## src/design/c8x_pkg.sv

```systemverilog
`timescale 1ns / 1ps
package c8x_pkg;

  localparam int MEM_SIZE    = 4096;
  localparam int STACK_DEPTH = 16;
  localparam int SCREEN_W    = 64;
  localparam int SCREEN_H    = 32;

  localparam int AW  = $clog2(MEM_SIZE);
  localparam int SPI = $clog2(STACK_DEPTH);
  localparam int SPW = $clog2(STACK_DEPTH + 1);
  localparam int SWW = $clog2(SCREEN_W);
  localparam int SHW = $clog2(SCREEN_H);

  localparam logic [15:0] PC_RESET = 16'd512;

  localparam logic [2:0] KIND_EXEC = 3'd0;
  localparam logic [2:0] KIND_TICK = 3'd1;
  localparam logic [2:0] KIND_WMEM = 3'd2;
  localparam logic [2:0] KIND_KEY  = 3'd3;
  localparam logic [2:0] KIND_ROW  = 3'd4;

  localparam logic [2:0] ERR_NONE    = 3'd0;
  localparam logic [2:0] ERR_READ    = 3'd1;
  localparam logic [2:0] ERR_WRITE   = 3'd2;
  localparam logic [2:0] ERR_UNDER   = 3'd3;
  localparam logic [2:0] ERR_OVER    = 3'd4;
  localparam logic [2:0] ERR_INVALID = 3'd5;

  typedef struct packed {
    logic accept;
    logic disp;
    logic fetch0;
    logic fetch1;
    logic fetch2;
    logic rd_x;
    logic rd_y;
    logic exec;
    logic draw_wr;
    logic ld_wr;
    logic st_wr;
  } cmd_t;

  typedef struct packed {
    logic [2:0] kind;
    logic       stopped;
    logic       fetch_bad;
    logic       go_draw;
    logic       go_store;
    logic       go_load;
    logic       draw_last;
    logic       blk_last;
  } sts_t;

endpackage

```

## src/design/c8x_ctrl.sv

```systemverilog
`timescale 1ns / 1ps
module c8x_ctrl import c8x_pkg::*; (
  input  logic clk,
  input  logic rst_n,
  input  logic in_valid,
  output logic in_stall,
  output logic out_valid,
  input  logic out_stall,
  input  sts_t sts,
  output cmd_t cmd
);

  typedef enum logic [3:0] {
    S_IDLE, S_DISP, S_F0, S_F1, S_F2, S_RX, S_RY, S_EXEC,
    S_DRD, S_DWR, S_LRD, S_LWR, S_ST, S_OUT
  } state_t;

  state_t state_r, state_nxt;
  logic   out_valid_r;

  always_comb begin
    state_nxt = state_r;
    case (state_r)
      S_IDLE: if (in_valid) state_nxt = S_DISP;
      S_DISP: begin
        if (sts.kind == KIND_EXEC && !sts.stopped) state_nxt = S_F0;
        else state_nxt = S_OUT;
      end
      S_F0: state_nxt = sts.fetch_bad ? S_OUT : S_F1;
      S_F1: state_nxt = S_F2;
      S_F2: state_nxt = S_RX;
      S_RX: state_nxt = S_RY;
      S_RY: state_nxt = S_EXEC;
      S_EXEC: begin
        if (sts.go_draw) state_nxt = S_DRD;
        else if (sts.go_store) state_nxt = S_ST;
        else if (sts.go_load) state_nxt = S_LRD;
        else state_nxt = S_OUT;
      end
      S_DRD: state_nxt = S_DWR;
      S_DWR: state_nxt = sts.draw_last ? S_OUT : S_DRD;
      S_LRD: state_nxt = S_LWR;
      S_LWR: state_nxt = sts.blk_last ? S_OUT : S_LRD;
      S_ST:  state_nxt = sts.blk_last ? S_OUT : S_ST;
      S_OUT: if (!out_stall) state_nxt = S_IDLE;
      default: state_nxt = S_IDLE;
    endcase
  end

  always_ff @(posedge clk) begin
    if (!rst_n) begin
      state_r     <= S_IDLE;
      out_valid_r <= 1'b0;
    end else begin
      state_r     <= state_nxt;
      out_valid_r <= (state_nxt == S_OUT);
    end
  end

  always_comb begin
    cmd         = '0;
    cmd.accept  = (state_r == S_IDLE) && in_valid;
    cmd.disp    = (state_r == S_DISP);
    cmd.fetch0  = (state_r == S_F0);
    cmd.fetch1  = (state_r == S_F1);
    cmd.fetch2  = (state_r == S_F2);
    cmd.rd_x    = (state_r == S_RX);
    cmd.rd_y    = (state_r == S_RY);
    cmd.exec    = (state_r == S_EXEC);
    cmd.draw_wr = (state_r == S_DWR);
    cmd.ld_wr   = (state_r == S_LWR);
    cmd.st_wr   = (state_r == S_ST);
  end

  assign in_stall  = (state_r != S_IDLE);
  assign out_valid = out_valid_r;

endmodule

```

## config.mk

```make
export PLATFORM = sky130hd
export DESIGN_NAME = c8x_ctrl
export DESIGN_NICKNAME = d
export VERILOG_FILES = /design/src/design/c8x_pkg.sv /design/src/design/c8x_ctrl.sv
export SDC_FILE = /design/constraint.sdc
export NUM_CORES = 1
export LEC_CHECK = 0
export BUFFER_PORTS_ARGS = -buffer_cell sky130_fd_sc_hd__buf_2
export CAP_MARGIN = 20
export CORE_AREA = 10 10 47 49
export CTS_BUF_LIST = sky130_fd_sc_hd__clkbuf_2
export DETAILED_ROUTE_END_ITERATION = 7
export DIE_AREA = 0 0 57 59
export PLACE_DENSITY_LB_ADDON = 0.2
export SLEW_MARGIN = 20
export SYNTH_ARGS = -nofsm -noshare
export SYNTH_HDL_FRONTEND = slang
export SYNTH_SLANG_ARGS = --single-unit
```

## constraint.sdc

```tcl
create_clock -name clk -period 4.29 [get_ports clk]
set_input_delay 0.429 -clock clk [delete_from_list [all_inputs] [get_ports clk]]
set_output_delay 0.429 -clock clk [all_outputs]
set_load 0.01 [all_outputs]
```

# Word level (Yosys, flattened, before mapping)
# Cells that the tools add are included.
[totals]
inputBits = 14
elab_cells = 33
ff_bits = 5
[classes]
eq_ne = 14
muxes = 11
reduce_logical = 6
[op_table]
columns = ["op", "count"]
rows = [
  ["$pmux 4 s14", 1],
  ["$eq 4x4->1 const B", 7],
  ["$eq 4x3->1 const B", 4],
  ["$mux 4", 4],
  ["$mux 3", 5],
  ["$eq 4x2->1 const B", 2],
  ["$eq 4x1->1 const B", 1],
  ["$logic_not 4->1", 1],
  ["$reduce_bool 4->1", 1],
  ["$logic_not 3->1", 1],
  ["$logic_and 1x1->1", 2],
  ["$logic_not 1->1", 1],
  ["$mux 1", 1],
]

# Longest topological paths before layout
# Gate-level depths: netlist of the first run.
[depth]
ltp_word = 5
mapped_depth = 6
depth_no_buf = 5

# Worst setup path after synthesis of the first run
# Ideal clock, no wire load.
[synth_timing]
path_type = "input -> register"
start = "in sts[8] (netlist bit)"
end = "reg out_valid_r, in the netlist out_valid"
path_slack_ns = 2.843
t_arrival_ns = 1.332
n_path_buf = 0
stages = 5
required_ns = 4.175
cell_sequence = "nor4_1 -> nor4_1 -> nor3_1 -> o21ai_1 -> and3_1"
[synth_via]
elab_chain_len = 5
[synth_lines]
columns = ["element", "line_no", "source"]
rows = [
  ["from (decl)", "c8x_ctrl.sv:9", "input sts_t sts,"],
  ["$logic_not 3->1", "c8x_ctrl.sv:26", "if (sts.kind == KIND_EXEC && !sts.stopped) state_nxt = S_F0;"],
  ["$logic_and 1x1->1", "c8x_ctrl.sv:26", ""],
  ["$mux 4", "c8x_ctrl.sv:26", ""],
  ["$pmux 4 s14", "c8x_ctrl.sv:23", "case (state_r)"],
  ["$eq 4x4->1", "c8x_ctrl.sv:56", "out_valid_r <= (state_nxt == S_OUT);"],
  ["to (signal assigned)", "c8x_ctrl.sv:56", ""],
  ["to (decl)", "c8x_ctrl.sv:19", "logic out_valid_r;"],
]
# Every way passes these cells.
# A chain may end at the register's enable or synchronous reset.

==> results of run 1 <==
-- area by class of cell --
class | count | area [um2] | share of cell area [%]
multi-input cells | 59 | 320 | 53.6
inverters | 2 | 7.51 | 1.26
repair buffers | 26 | 130 | 21.8
clock buffers | 4 | 20.0 | 3.35
well taps | 16 | 20.0 | 3.35
flip-flops and latches | 5 | 100 | 16.7
-- registers in the layout (all words and copies together), names as in the netlist --
register	flops
state_r	4
out_valid	1
-- layout by cell type (no fill, tap or decap), types with 4 or more instances in the layout --
cell | netlist | final
nand2_1 | 5 | 5
nor2_1 | 10 | 10
clkbuf_2 | 0 | 4
a21oi_1 | 7 | 7
nand2b_1 | 4 | 4
dfxtp_1 | 5 | 5
o21ai_0 | 6 | 6
nor3_1 | 7 | 7
buf_2 | 4 | 26
-- through the flow --
step                area, um2  cells  hold WS (ns)  utilization, %
floorplan                 455     71         0.657               -
global route              598    112         0.615            42.7
CTS                       598    112         0.573            42.7
global placement          578    108         0.805            41.3
detailed placement        578    108         0.806            41.3
finish                    598    112         0.580            42.7
-- worst min-delay path: cells and delay by family --
family	cells	cell delay [ns]
AOI/OAI and AO/OA	2	0.21
buffers and inverters	1	0.10
-- layer usage --
layer / global-route usage [%] / up-vias / wire (um)
li1: - / 309 / -
met1: 10.3 / 247 / 685
met2: 13.3 / 21 / 656
met3: 4.08 / 0 / 132
met4: 2.01 / 0 / 0
met5: 0 / - / 0
-- cells by family after synthesis --
group | synth area share (%)
buffers and inverters | 7.69
AOI/OAI and AO/OA | 22.5
and+or+nand+nor | 47.8
DFF | 22.0
-- power by group --
part	leakage [nW]	internal, mW	switching [mW]
Combinational	0.214	0.0864	0.0997
Clock	0.0166	0.0247	0.0180
Sequential	0.0412	0.0652	0.0584
-- worst max path at each step --
stage / startpoint / to / slack, ns / depth (start not counted)
final: state_r[2]$_SDFF_PN0_ / cmd[3] / 2.38 / 3
after global routing: state_r[2]$_SDFF_PN0_ / cmd[3] / 2.23 / 3
after CTS: state_r[2]$_SDFF_PN0_ / cmd[3] / 2.38 / 3
after detailed placement: state_r[2]$_SDFF_PN0_ / out_valid$_SDFF_PN0_ / 2.50 / 5
after global placement: state_r[2]$_SDFF_PN0_ / out_valid$_SDFF_PN0_ / 2.52 / 5
after floorplan: sts[8] / out_valid$_SDFF_PN0_ / 2.84 / 5
==> out/metrics.cfg, run 1 <==
[status]
outcome=complete, no violations

[layout]
antennaDiodeCount=0
fill_cells=166
nets=111
syn_to_final_growth_pct=31.3
drive_gt1_share_pct=32.3

[placement]
port_buffers=26
dpl_worst_slack_ns=2.50
gp_congestion=0.811
dp_hpwl_um=1150

[detailed_routing]
wl_um=1480
wl_per_cell_um=13.2
drcViolationCount=0
final_antenna_net_count=0
drt-initial-drc-count=6
num_vias=577
viasPerCell=5.15
first_pass_iters=4

[min_path]
hold_path_depth=3
hp-class=in -> reg
hold_end=state_r[2]$_SDFF_PN0_
min_from=rst_n

[global_routing]
overflow=0
grt_pass1_wl_um=2420
track_usage_pct=8.54
grt_max_degree=19
antenna_found_initial=0
grt_pass1_vias=529

[yosys]
yosys.area.top_type=dfxtp_1
ys.flop_type=dfxtp_1
ys_top_cells_by_area=dfxtp_1, nor2_1, a21oi_1, nor3_1, o21ai_0
yosys_warnings=0
synth_top_area_share_pct=22.0
synth-seq-area-share_pct=22.0
syn_nets=85
ys_top_cells_by_count=nor2_1, a21oi_1, nor3_1
yosysMostFrequentCell=nor2_1
syn-mean-instance-area_um2=6.41
synth-async-reset-ratio_pct=0
ys_types=24
synth_seq_cells=5
synth_edf_count=0
syn_inst=71
syn_area_um2=455

[critical_path]
required_ns=3.86
critPathKind=reg -> out
cp_num_buf_inv=1
critical_path.endpoint_type=output pin
crit_arrival_ns=1.49
cp_top_family=flip-flops
worstPathMaxFanout=18
worstPathCellList=nand2b_1 > nor2_1 > buf_2
crit-reg2reg-launch=state_r[2]$_SDFF_PN0_
crit_path_max_incr_delay_ns=0.63
r2r_setup_slack_ns=2.47
timing.rr.end=out_valid$_SDFF_PN0_
crit_path_top_delay_cell=dfxtp_1
start_kind=flip-flop
r2r_cells=5

[power]
power.static_leakage_nw=0.271
power_mw=0.352
peakVddDrop_mv=0.214
powerDensity_nw_per_um2=589

[sta]
worst_slew_pin_slew_ns=0.506
hold_viol=0
fin_crit_sh_pct=44.6
slew_violations=0
postLayoutSetupSlackWorst_ns=2.38
fin_skew_ns=0.00172
grt_setup_unrepaired=false
fmax_ghz=0.522
fin_crit_ns=1.91
setup_viol=0
setup_tns_ns=0
maxSlewHeadroom_pct=66.2

[floorplan]
core_um2=1400
die_h_um=59
start_util_pct=32.5
die_w_um=57
dieArea_um2=3360
num_rows=14
io_pins=27

[clock_network]
cts_resized=0
clkTransAtPathRegs_ns=0.05
root_buffer=clkbuf_2
cts_max_level=1
insertion_delay_ns=0.21
clockBufferDepth=2
cts_buffers=3
cts_setup_buffers=0
cts_hold_buffers=0
tritoncts=built
cts_num_sinks=5

[run]
drv_cap=0

Power figures use the tool's default switching activity.
==> run 2, diff against run 1 <==
clock period = 1.75 ns   (was 4.29 ns; I/O delays follow)
==> run 2 against run 1 <==
  * Total power grew to 2.8 times the previous value
  * Sequential power up 98%
  * Via count rose by 8.1%
  * Register-to-register slack got worse by 2.3 ns
  * Combinational power grew to 3.3 times the previous value
  * Flip-flop and latch count stayed put
  * Sequential share of layout area shrank 1.5 points
  * Cell count is 7.1% higher
  * Design area rose by 10%
  * Clock power rose to 2.7 times the previous value
  * Largest cell class unchanged
  * Highest routed layer is now met4
==> out/metrics.cfg, run 2 (synthesis results as in run 1) <==
[sta]
fin_crit_ns=1.57
setup_tns_ns=0
maxSlewHeadroom_pct=76.1
hold_viol=0
fmax_ghz=0.637
fin_skew_ns=0.000965
grt_setup_unrepaired=false
hold_ws_ns=0.237
worst_slew_pin_slew_ns=0.356
setup_viol=0
slew_violations=0
postLayoutSetupSlackWorst_ns=0.180
fin_crit_sh_pct=89.7

[floorplan]
num_rows=14
die_h_um=59
core_um2=1400
die_w_um=57
start_util_pct=32.5
io_pins=27
dieArea_um2=3360

[layout]
antennaDiodeCount=0
regMostFlops=state_r
final_cell_mix=buf_2, nor2_1, buf_4
nets=119
stdcell_area_um2=658
largest_register_ffs=4
final_common_cell=buf_2
stdcell_count=120
drive_gt1_share_pct=37.5
syn_to_final_growth_pct=44.5
fill_cells=166

[global_routing]
grt_pass1_wl_um=2550
grt_max_degree=12
grt_pass1_vias=598
overflow=0
track_usage_pct=9.11
antenna_found_initial=0

[placement]
dpl_cell_area_um2=638
port_buffers=26
gp_congestion=0.864
dp_hpwl_um=1300
placed_cells=116
dpl_worst_slack_ns=0.210

[run]
drv_cap=0

[clock_network]
tritoncts=built
insertion_delay_ns=0.23
cts_resized=0
root_buffer=clkbuf_2
cts_num_sinks=5
clockBufferDepth=2
cts_setup_buffers=0
cts_max_level=1
cts_buffers=3
cts_hold_buffers=0
clkTransAtPathRegs_ns=0.06

[detailed_routing]
drt-initial-drc-count=11
drcViolationCount=0
viasPerCell=5.20
final_antenna_net_count=0
first_pass_iters=4
wl_um=1590
num_vias=624
wl_per_cell_um=13.3

[status]
outcome=complete, no violations

[power]
powerDensity_nw_per_um2=1480
pwr-share-seq_pct=25.2
switching_share_pct=47.7
clockPowerShare_pct=11.8
peakVddDrop_mv=0.598
internal_power_mw=0.508
switching_power_mw=0.464
share_comb_of_total_power_pct=63.0
power.static_leakage_nw=0.310

[min_path]
hp-class=in -> reg

[critical_path]
critical_path.endpoint_type=output pin
critPathKind=reg -> out
required_ns=1.57
crit_arrival_ns=1.39
start_kind=flip-flop
worstPathMaxFanout=11

-- run 2: cell count changes in the layout (fill, tap and decap cells not counted) --
cell   previous run  this run
buf_4             0         8
-- run 2: power by group through the flow --
stage	logic, mW	registers, mW	clock network (mW)
after CTS	0.616	0.245	0.115
after global routing	0.681	0.257	0.124
after global placement	0.615	0.251	0
final	0.612	0.245	0.114
after floorplan	0.438	0.191	0
after detailed placement	0.613	0.246	0
-- run 2: critical path: stages (launching register included) --
cell and delay (ns):
dfxtp_1 0.53, nand2b_1 0.12, buf_4 0.17, nor2_1 0.18, buf_2 0.17
-- run 2: metal layers --
metal  share of wire [%]  global-route usage [%]  wire (um)  vias up
met5                   0                       0          0        -
met4                 1.8                    5.03         28        0
met3                 6.8                    2.79        108        3
met2                  46                    15.2        739       16
met1                  45                    10.1        715      283
li1                    -                       -          -      322
-- run 2: path summary, 6_finish.rpt --
kind	start	to	slack, ns	cells after the start
min reg2reg	state_r[3]$_SDFF_PN0_	state_r[3]$_SDFF_PN0_	0.67	2
min	rst_n	state_r[3]$_SDFF_PN0_	0.24	3
max	state_r[2]$_SDFF_PN0_	cmd[3]	0.18	4
max reg2reg	state_r[2]$_SDFF_PN0_	out_valid$_SDFF_PN0_	0.19	5
-- run 2: area by class of cell --
cell class              instances  area (um2)  area share (%)
well taps                      16        20.0            3.04
clock buffers                   4        20.0            3.04
flip-flops and latches          5         100            15.2
repair buffers                 34         190            28.9
inverters                       2        7.51            1.14
multi-input cells              59         320            48.7
-- run 2: metrics by stage --
stage | utilization, % | power [mW]
after floorplan | - | 0.629
after global placement | 45.5 | 0.866
after detailed placement | 45.5 | 0.859
after CTS | 47.0 | 0.976
after global routing | 47.0 | 1.06
final | 47.0 | 0.972
==> run 3, diff against run 2 <==
CTS_BUF_LIST = sky130_fd_sc_hd__clkbuf_8   (was sky130_fd_sc_hd__clkbuf_2)
==> run 3 against run 2 <==
  * First-iteration DRC count up 18%
  * Register-to-register slack barely moved
  * Critical path depth increased by 1
  * Sequential power hardly changed
==> out/metrics.cfg, run 3 (synthesis results as in run 1) <==
[layout]
ff_latch_area_um2=100
syn_to_final_growth_pct=50.0
nets=119
stdcell_area_um2=683
regMostFlops=state_r
fin_util_pct=48.8
fill_cells=164
final_common_cell=buf_2
drive_gt1_share_pct=36.5
largest_register_ffs=4
final_cell_mix=buf_2, nor2_1, buf_4
multiInputGateArea_um2=320
stdcell_count=120
antennaDiodeCount=0

[power]
power.static_leakage_nw=0.320
power_mw=1.07
powerDensity_nw_per_um2=1570
peakVddDrop_mv=0.575

[detailed_routing]
drcViolationCount=0
wl_um=1610
viasPerCell=5.20
first_pass_iters=4
drt-initial-drc-count=13
num_vias=624
wl_per_cell_um=13.4
final_antenna_net_count=0

[critical_path]
r2r_setup_slack_ns=0.19
crit-reg2reg-launch=state_r[2]$_SDFF_PN0_
start_kind=flip-flop
timing.rr.end=out_valid$_SDFF_PN0_
crit_start=state_r[2]$_SDFF_PN0_
critPathKind=reg -> reg
crit_arrival_ns=1.72
cp-endpoint=out_valid$_SDFF_PN0_
required_ns=1.91
critical_path.endpoint_type=flip-flop
worstPathMaxFanout=11
r2r_cells=5

[global_routing]
grt_pass1_vias=596
overflow=0
track_usage_pct=9.41
grt_max_degree=12
antenna_found_initial=0
grt_pass1_wl_um=2570

[sta]
fin_crit_ns=1.56
grt_setup_unrepaired=false
setup_viol=0
postLayoutSetupSlackWorst_ns=0.191
slew_violations=0
hold_viol=0
setup_tns_ns=0
fmax_ghz=0.641
fin_skew_ns=0.000386
worst_slew_pin_slew_ns=0.356
fin_crit_sh_pct=89.1
maxSlewHeadroom_pct=76.0
hold_ws_ns=0.250

[placement]
dpl_cell_area_um2=638
gp_congestion=0.864
placed_cells=116
dp_hpwl_um=1300
port_buffers=26
dpl_worst_slack_ns=0.210

[clock_network]
tritoncts=built
cts_max_level=1
cts_hold_buffers=0
root_buffer=clkbuf_8
insertion_delay_ns=0.22
cts_setup_buffers=0
cts_num_sinks=5
clockBufferDepth=2
cts_resized=0
clkTransAtPathRegs_ns=0.04
cts_buffers=3

[floorplan]
die_w_um=57
core_um2=1400
dieArea_um2=3360
start_util_pct=32.5
io_pins=27
num_rows=14
die_h_um=59

[run]
drv_cap=0

[status]
outcome=complete, no violations

[min_path]
hp-class=in -> reg

[run 3: report_power, final]
part	switching, mW	leakage (nW)	internal [mW]
logic	0.327	0.252	0.288
registers	0.0852	0.0412	0.161
clock network	0.0614	0.0269	0.151
total	0.473	0.320	0.599
[run 3: layout make-up]
cell class,count,share of cell area [%]
tap,16,2.93
inverter,2,1.10
sequential,5,14.7
timing repair buffer,34,27.8
clock buffer,3,6.04
clock inverter,1,0.549
multi-input combinational,59,46.9
[run 3: per-layer routing]
metal / part of all wire, % / vias up / GRT usage (%)
met3: 7.9 / 3 / 3.43
met1: 44 / 280 / 10.1
met5: 0 / - / 0
met2: 46 / 20 / 15.3
li1: - / 321 / -
met4: 1.7 / 0 / 6.04
[run 3: how the worst min path moves through the flow]
stage | startpoint | end | slack, ns | depth (start not counted)
4_1_cts | rst_n | state_r[3]$_SDFF_PN0_ | 0.26 | 3
3_5_place_dp | rst_n | state_r[3]$_SDFF_PN0_ | 0.49 | 3
3_3_place_gp | rst_n | state_r[3]$_SDFF_PN0_ | 0.49 | 3
5_1_grt | rst_n | state_r[3]$_SDFF_PN0_ | 0.28 | 3
6_report | rst_n | state_r[3]$_SDFF_PN0_ | 0.25 | 3
2_1_floorplan | rst_n | state_r[2]$_SDFF_PN0_ | 0.40 | 2
[run 3: worst max-delay path, stage by stage (launching register included)]
cell and delay (ns):
dfxtp_1 0.52, nand2b_1 0.12, or4_1 0.40, o32a_1 0.18
o21ai_1 0.11, and3_1 0.17
